===== src/hw/rtl/lcgr_pkg.sv =====
`default_nettype none

package lcgr_pkg;

  typedef logic [31:0] word_t;

  localparam int WORD_W = 32;
  localparam int BOUND_W = 31;

  // Multiplier and increment of the generator.
  localparam word_t LCG_MULT = 32'h5D58_8B65;
  localparam word_t LCG_INC = 32'h0000_0001;

  // Low 15 bits form the Q0.15 fraction.
  localparam word_t FRAC_MASK = 32'h0000_7FFF;
  localparam word_t ALL_ONES = 32'hFFFF_FFFF;

  localparam logic [1:0] CMD_RAW = 2'd0;
  localparam logic [1:0] CMD_FRAC = 2'd1;
  localparam logic [1:0] CMD_RANGE = 2'd2;

endpackage

`default_nettype wire


===== src/hw/rtl/lcgr_mul.sv =====
`default_nettype none

// Shift-and-add advance of the seed: one multiplier bit per cycle.
module lcgr_mul (
  input  wire logic                clk,
  input  wire logic                rst,
  input  wire logic                start,
  input  wire lcgr_pkg::word_t     seed_in,
  output logic                     done,
  output lcgr_pkg::word_t          product
);

  logic            busy;
  logic [4:0]      cnt;
  lcgr_pkg::word_t mcand;
  lcgr_pkg::word_t acc;

  always_ff @(posedge clk) begin
    if (rst) begin
      busy <= 1'b0;
      done <= 1'b0;
      cnt  <= 5'd0;
    end else begin
      done <= 1'b0;
      if (start) begin
        busy <= 1'b1;
        cnt  <= 5'd0;
      end else if (busy) begin
        cnt <= cnt + 5'd1;
        if (cnt == 5'd31) begin
          busy <= 1'b0;
          done <= 1'b1;
        end
      end
    end
  end

  // The increment is folded in as the starting value of the accumulator.
  always_ff @(posedge clk) begin
    if (start) begin
      acc   <= lcgr_pkg::LCG_INC;
      mcand <= seed_in;
    end else if (busy) begin
      if (lcgr_pkg::LCG_MULT[cnt]) begin
        acc <= acc + mcand;
      end
      mcand <= {mcand[30:0], 1'b0};
    end
  end

  assign product = acc;

endmodule

`default_nettype wire


===== src/hw/rtl/lcgr_div.sv =====
`default_nettype none

// Restoring divider: one quotient bit per cycle.
module lcgr_div (
  input  wire logic                clk,
  input  wire logic                rst,
  input  wire logic                start,
  input  wire lcgr_pkg::word_t     dividend,
  input  wire lcgr_pkg::word_t     divisor,
  output logic                     done,
  output lcgr_pkg::word_t          quotient
);

  logic            busy;
  logic [4:0]      cnt;
  lcgr_pkg::word_t rem;
  lcgr_pkg::word_t dvd;
  lcgr_pkg::word_t dsr;
  logic [32:0]     shifted;
  logic [32:0]     diff;
  logic            ge;

  always_comb begin
    shifted = {rem, dvd[31]};
    diff    = shifted - {1'b0, dsr};
    ge      = (shifted >= {1'b0, dsr});
  end

  always_ff @(posedge clk) begin
    if (rst) begin
      busy <= 1'b0;
      done <= 1'b0;
      cnt  <= 5'd0;
    end else begin
      done <= 1'b0;
      if (start) begin
        busy <= 1'b1;
        cnt  <= 5'd0;
      end else if (busy) begin
        cnt <= cnt + 5'd1;
        if (cnt == 5'd31) begin
          busy <= 1'b0;
          done <= 1'b1;
        end
      end
    end
  end

  // Dividend bits leave at the top while quotient bits enter at the bottom.
  always_ff @(posedge clk) begin
    if (start) begin
      rem <= '0;
      dvd <= dividend;
      dsr <= divisor;
    end else if (busy) begin
      rem <= ge ? diff[31:0] : shifted[31:0];
      dvd <= {dvd[30:0], ge};
    end
  end

  assign quotient = dvd;

endmodule

`default_nettype wire


===== src/hw/rtl/lcg_random_with_range.sv =====
// Raw and fraction commands make one pass through the bit-serial multiplier; a range draw
// makes one divider pass for the divisor, then a multiplier and a divider pass per advance,
// and the unused code loads its zero result without either unit.
// A new input beat is taken the cycle after a result is loaded, even if it is still stalled.
// Synchronous active-high reset sets the seed to 1 and empties the output register.
`default_nettype none

module lcg_random_with_range (
  input  wire logic        clk,
  input  wire logic        rst,
  input  wire logic        in_valid,
  output logic             in_stall,
  input  wire logic [1:0]  command,
  input  wire logic [30:0] upper_bound,
  output logic             out_valid,
  input  wire logic        out_stall,
  output logic [31:0]      value
);

  // Sequencer states.
  localparam logic [2:0] ST_IDLE = 3'd0;
  localparam logic [2:0] ST_DIVD = 3'd1;
  localparam logic [2:0] ST_MUL  = 3'd2;
  localparam logic [2:0] ST_DIVQ = 3'd3;
  localparam logic [2:0] ST_DONE = 3'd4;

  logic [2:0]      state;
  logic [2:0]      state_next;
  logic [1:0]      cmd;
  logic [30:0]     bound;
  lcgr_pkg::word_t seed;
  lcgr_pkg::word_t d;
  lcgr_pkg::word_t result;
  lcgr_pkg::word_t result_next;

  logic            accept;
  logic            out_free;
  logic            mul_start;
  logic            mul_done;
  lcgr_pkg::word_t mul_product;
  logic            div_start;
  logic            div_done;
  lcgr_pkg::word_t div_quotient;
  lcgr_pkg::word_t div_dividend;
  lcgr_pkg::word_t div_divisor;
  lcgr_pkg::word_t span;

  // Items are worked one at a time; the input is only open while idle.
  assign in_stall = (state != ST_IDLE);
  assign accept   = in_valid && !in_stall;
  // The output register can take a result if it is empty or being emptied now.
  assign out_free = !out_valid || !out_stall;

  // n + 1 always fits in 32 bits because n is at most 2^31 - 1.
  assign span = {1'b0, upper_bound} + 32'd1;

  // The divider first forms the range divisor from the new beat, later the draw.
  assign div_dividend = (state == ST_IDLE) ? lcgr_pkg::ALL_ONES : mul_product;
  assign div_divisor  = (state == ST_IDLE) ? span : d;

  always_comb begin
    state_next  = state;
    result_next = result;
    mul_start   = 1'b0;
    div_start   = 1'b0;
    case (state)
      ST_IDLE: begin
        if (accept) begin
          case (command)
            lcgr_pkg::CMD_RAW, lcgr_pkg::CMD_FRAC: begin
              mul_start  = 1'b1;
              state_next = ST_MUL;
            end
            lcgr_pkg::CMD_RANGE: begin
              div_start  = 1'b1;
              state_next = ST_DIVD;
            end
            default: begin
              // The unused command leaves the seed alone and returns zero.
              result_next = '0;
              state_next  = ST_DONE;
            end
          endcase
        end
      end
      ST_DIVD: begin
        if (div_done) begin
          mul_start  = 1'b1;
          state_next = ST_MUL;
        end
      end
      ST_MUL: begin
        if (mul_done) begin
          if (cmd == lcgr_pkg::CMD_RANGE) begin
            div_start  = 1'b1;
            state_next = ST_DIVQ;
          end else if (cmd == lcgr_pkg::CMD_FRAC) begin
            result_next = mul_product & lcgr_pkg::FRAC_MASK;
            state_next  = ST_DONE;
          end else begin
            result_next = mul_product;
            state_next  = ST_DONE;
          end
        end
      end
      ST_DIVQ: begin
        if (div_done) begin
          // A draw above the bound is rejected and the seed advances again.
          if (div_quotient > {1'b0, bound}) begin
            mul_start  = 1'b1;
            state_next = ST_MUL;
          end else begin
            result_next = div_quotient;
            state_next  = ST_DONE;
          end
        end
      end
      ST_DONE: begin
        if (out_free) begin
          state_next = ST_IDLE;
        end
      end
      default: begin
        state_next = ST_IDLE;
      end
    endcase
  end

  always_ff @(posedge clk) begin
    if (rst) begin
      state     <= ST_IDLE;
      seed      <= 32'd1;
      out_valid <= 1'b0;
    end else begin
      state <= state_next;
      if (state == ST_MUL && mul_done) begin
        seed <= mul_product;
      end
      if (state == ST_DONE && out_free) begin
        out_valid <= 1'b1;
      end else if (!out_stall) begin
        out_valid <= 1'b0;
      end
    end
  end

  always_ff @(posedge clk) begin
    result <= result_next;
    if (accept) begin
      cmd   <= command;
      bound <= upper_bound;
    end
    // A quotient of zero cannot occur for legal bounds, but it is mapped to one.
    if (state == ST_DIVD && div_done) begin
      d <= (div_quotient == '0) ? 32'd1 : div_quotient;
    end
    if (state == ST_DONE && out_free) begin
      value <= result;
    end
  end

  lcgr_mul u_mul (
    .clk     (clk),
    .rst     (rst),
    .start   (mul_start),
    .seed_in (seed),
    .done    (mul_done),
    .product (mul_product)
  );

  lcgr_div u_div (
    .clk      (clk),
    .rst      (rst),
    .start    (div_start),
    .dividend (div_dividend),
    .divisor  (div_divisor),
    .done     (div_done),
    .quotient (div_quotient)
  );

endmodule

`default_nettype wire


===== config.mk =====
export PLATFORM = sky130hd
export DESIGN_NAME = lcg_random_with_range
export DESIGN_NICKNAME = d
export VERILOG_FILES = /design/src/hw/rtl/lcgr_pkg.sv /design/src/hw/rtl/lcgr_mul.sv /design/src/hw/rtl/lcgr_div.sv /design/src/hw/rtl/lcg_random_with_range.sv
export SDC_FILE = /design/constraint.sdc
export NUM_CORES = 1
export LEC_CHECK = 0
export BUFFER_PORTS_ARGS = -buffer_cell sky130_fd_sc_hd__buf_2
export CORE_MARGIN = 2
export CORE_UTILIZATION = 55
export CTS_CLUSTER_SIZE = 10
export DETAILED_ROUTE_END_ITERATION = 7
export GPL_ROUTABILITY_DRIVEN = 0
export PLACE_DENSITY_LB_ADDON = 0.1
export SLEW_MARGIN = 20
export SYNTH_ARGS = -nofsm -noshare
export SYNTH_HDL_FRONTEND = slang
export SYNTH_HIERARCHICAL = 1
export SYNTH_SLANG_ARGS = --single-unit

===== constraint.sdc =====
create_clock -name clk -period 5.2 [get_ports clk]
set_input_delay 0.52 -clock clk [delete_from_list [all_inputs] [get_ports clk]]
set_output_delay 0.52 -clock clk [all_outputs]
set_load 0.005 [all_outputs]

==> results by group <==
CTS
  • Post-cts resize count: 0
  • Setup Fix Bufs, Post-CTS: 0
  • Max clock buf depth: 3
  • Clock sink count: 340
  • Clock root buffer: clkbuf_16
  • Clock latency on the worst-skew pair: around 520 ps
  • Clock transition at path regs: 60 ps
  • Hold Buf Count CTS: 0
  • CTS tree: built
  • TritonCTS Buffers: 40
  • Htree depth: 2

Timing
  • Final TNS setup: 0 ps
  • Final setup violation count: 0
  • Least-Margin Pin Slew: 992.2 ps
  • Rel. slew slack: 33.79%
  • Final hold slack: 227.8 ps
  • Final Hold Viols: 0
  • RSZ-0062 raised after global routing: no
  • Min cycle time layout: 3930 ps
  • Period utilisation layout: around three quarters
  • Worst Clk Skew: 12.78 ps
  • Fmax: ~250 MHz
  • Slew Viols, Final: 0

Final layout
  • Core Util, Final: 61.55%
  • Area of the multi-input gates: 0.008421 mm2
  • # fillers: about 2.7k
  • Final nets: 1936
  • Reg area: 0.009059 mm2
  • Share of layout cells above drive strength 1: between 10% and 20%
  • P&R area growth vs syn: 10.19%

Drt
  • DR DRC count: 0
  • Initial DRC Count: around 980
  • 1st-pass router iterations: 6
  • Drt total wl: 45220 um
  • Vias: roughly 14k
  • Post-DRT Antenna Nets: 0
  • Routed wire per std cell: 19.91 um
  • Via density: between 5 and 6

Synth
  • Post-synth EDFFs: around 230
  • Synth cell count leaders: nand2_1 (234), edfxtp_1 (225), a21oi_1 (127)
  • Syn. warnings: 6
  • Post-synthesis sequential area ratio: roughly half
  • Top post-synthesis cells by area: edfxtp_1 (37%), dfxtp_1 (13%), ha_1 (6.9%)
  • Syn avg cell area: 10.30 um2
  • Synth Cell Area: 0.01822 mm2
  • Cell variety after synth: 94
  • Synth top area share: approximately 37%
  • Syn Inst Count: ~1.8k
  • Synth area leader: edfxtp_1
  • Syn nets: 1909
  • #FFs+latches synth: 340
  • Async SR Flop Fraction: 0%
  • Ys flop type: edfxtp_1
  • Most frequent cell after synthesis: nand2_1

Power
  • NetSw: 3387 uW
  • Comb power frac: 34.3%
  • Register share of total power: 39.2%
  • Switching Share: 35.81%
  • Leakage: between 0.007 and 0.008 uW
  • Maximum vdd drop: 0.0003766 V
  • Clock share of power: between 20% and 30%
  • Pwr dens: about 470 mW/mm2
  • P_int: between 6000 and 7000 uW

Critical path
  • Reg2Reg Depth: 13
  • Crit path DAT: around 4300 ps
  • RR Startpoint: u_div/quotient[30]$_DFFE_PP_
  • CP startpoint kind: flip-flop
  • Crit path required time: 5600 ps
  • Critical Path Sink Type: flip-flop
  • CP Class: reg2reg
  • CP Max Fanout: 29
  • Reg-to-reg slack, setup: between 1000 and 1500 ps

Global routing
  • Total GRT Usage: approximately a quarter
  • Pin count of the biggest net entering global routing: 86
  • First-pass GRT wire length: 71010 um
  • Vias in the first global route: 13.27k
  • Initial antenna violation count: 1
  • GR Overflow Total: 0

Min path
  • Hold_sp: upper_bound[10]
  • End of the worst hold path: bound[10]$_DFFE_PP_
  • Hold Crit Class: in2reg
  • Hold Path Stages: 1

Floorplanning
  • Width of the chip: around 190 um
  • Die Area: 0.03460 mm2
  • FP Rows: 66
  • Core area: roughly 0.033 mm2
  • Starting Density: 55.86%
  • Num ports: 71
  • Die Y: about 190 um

Status
  • Status: finished, final reports clean

Placed design
  • Post-DP HPWL: about 32000 um
  • Port Buf Inserts: 70

Flow run
  • Max-Cap Viols: 0
==> cell usage in the layout, fill, tap and decap left out, types with 7 or more instances in the layout <==
cell type / instances
a31oi_1: 9
a311oi_1: 13
edfxtp_1: 225
a22o_1: 40
o311ai_0: 7
nor4_1: 13
and3_1: 21
clkbuf_16: 41
a211oi_1: 11
dfxtp_1: 115
clkbuf_1: 29
ha_1: 101
o21a_1: 8
nand3_1: 36
mux2_2: 66
o211ai_1: 12
inv_1: 95
o21ai_0: 76
buf_4: 18
a21o_1: 23
nor2_1: 78
nor3_1: 24
a21oi_1: 126
xnor2_1: 38
nand2b_1: 41
o21ai_1: 10
xor2_1: 39
nand2_1: 234
mux2i_1: 7
and2_1: 15
nand4_1: 43
buf_2: 70
==> worst max path at each step <==
| stage | slack (ps) | start | to | depth (start not counted) |
|---|---|---|---|---|
| 2_1_floorplan | 1090 | state[2]$_SDFFE_PP0P_ | u_div/quotient[0]$_DFFE_PP_ | 7 |
| 6_report | 1270 | u_div/quotient[30]$_DFFE_PP_ | flip-flop | 13 |
| 5_1_grt | 990 | u_div/quotient[29]$_DFFE_PP_ | flip-flop | 13 |
| 3_5_place_dp | 1250 | u_div/quotient[29]$_DFFE_PP_ | u_mul/mcand[19]$_DFFE_PP_ | 8 |
| 3_3_place_gp | 1390 | u_div/quotient[29]$_DFFE_PP_ | u_mul/mcand[24]$_DFFE_PP_ | 8 |
| 4_1_cts | 1250 | u_div/quotient[29]$_DFFE_PP_ | u_mul/mcand[14]$_DFFE_PP_ | 8 |
==> metrics by stage <==
| step | instance area, um2 | cells | total power (uW) | setup slack (ps) |
|---|---|---|---|---|
| 2_1_floorplan | 18230 | 1769 | 6074 | 1092 |
| 3_3_place_gp | 18900 | 2195 | 6877 | 1395 |
| 3_5_place_dp | 18900 | 2195 | 6925 | 1249 |
| 4_1_cts | 20040 | 2267 | 9442 | 1251 |
| 5_1_grt | 20070 | 2268 | 10010 | 993.6 |
| 6_report | 20080 | 2271 | 9456 | 1271 |
==> per-layer routing <==
layer	share of wire (%)	up-vias	track usage (%)
met5	0	-	0
met4	3.3	0	9.512
met3	5.4	87	3.150
met2	48	370	44.42
met1	43	6546	34.81
li1	-	6542	-
==> area by class of cell <==
class                           count  area share, %
Multi-Input combinational cell   1228          41.94
Timing Repair Buffer               90          2.655
Clock buffer                       70          5.652
Tap cell                          442          2.754
Sequential cell                   340          45.12
Clock inverter                      2        0.04985
Inverter                           96          1.795
Antenna cell                        3        0.03739
==> power by group through the flow <==
stage	Clock (uW)	Sequential [uW]	Combinational, uW
global route	2670	3750	3590
finish	2500	3710	3250
floorplan	0	3570	2500
detailed placement	0	3750	3170
CTS	2550	3700	3190
global placement	0	3740	3130
==> worst max-delay path: stages (launching register included) <==
cell and delay [ps]:
edfxtp_1 450, ha_1 390, nand4b_4 130, nor4_1 480, a22oi_1 160, nand3_1 120, o211ai_2 180, o221ai_4 760
nor3_1 270, ha_1 370, mux2i_1 70, nor2_1 110, a21oi_1 50, mux2_2 270
==> sequential cells by signal, indices dropped and copies added, names as in the netlist, 5 cells and up, named ones only <==
name	count
u_div/dsr	32
u_div/rem	32
u_div/cnt	5
d	32
value	32
u_div/quotient	32
u_mul/mcand	32
result	32
seed	32
bound	31
u_mul/product	32
u_mul/cnt	5
==> kinds of logic (layout without fill, tap and decap cells) <==
family          after synthesis  count (layout)  share of synthesized area, %
compound gates              422             422                         15.74
fa+ha+maj                   103             103                         7.155
flops                       340             340                         49.72
xor+xnor                     77              77                         3.701
other cells                   0               3                             0
simple gates                553             553                         14.88
mux                          73              73                         4.463
buf+inv                     201             258                         4.347
No activity file was read; power rests on OpenSTA's default activity.
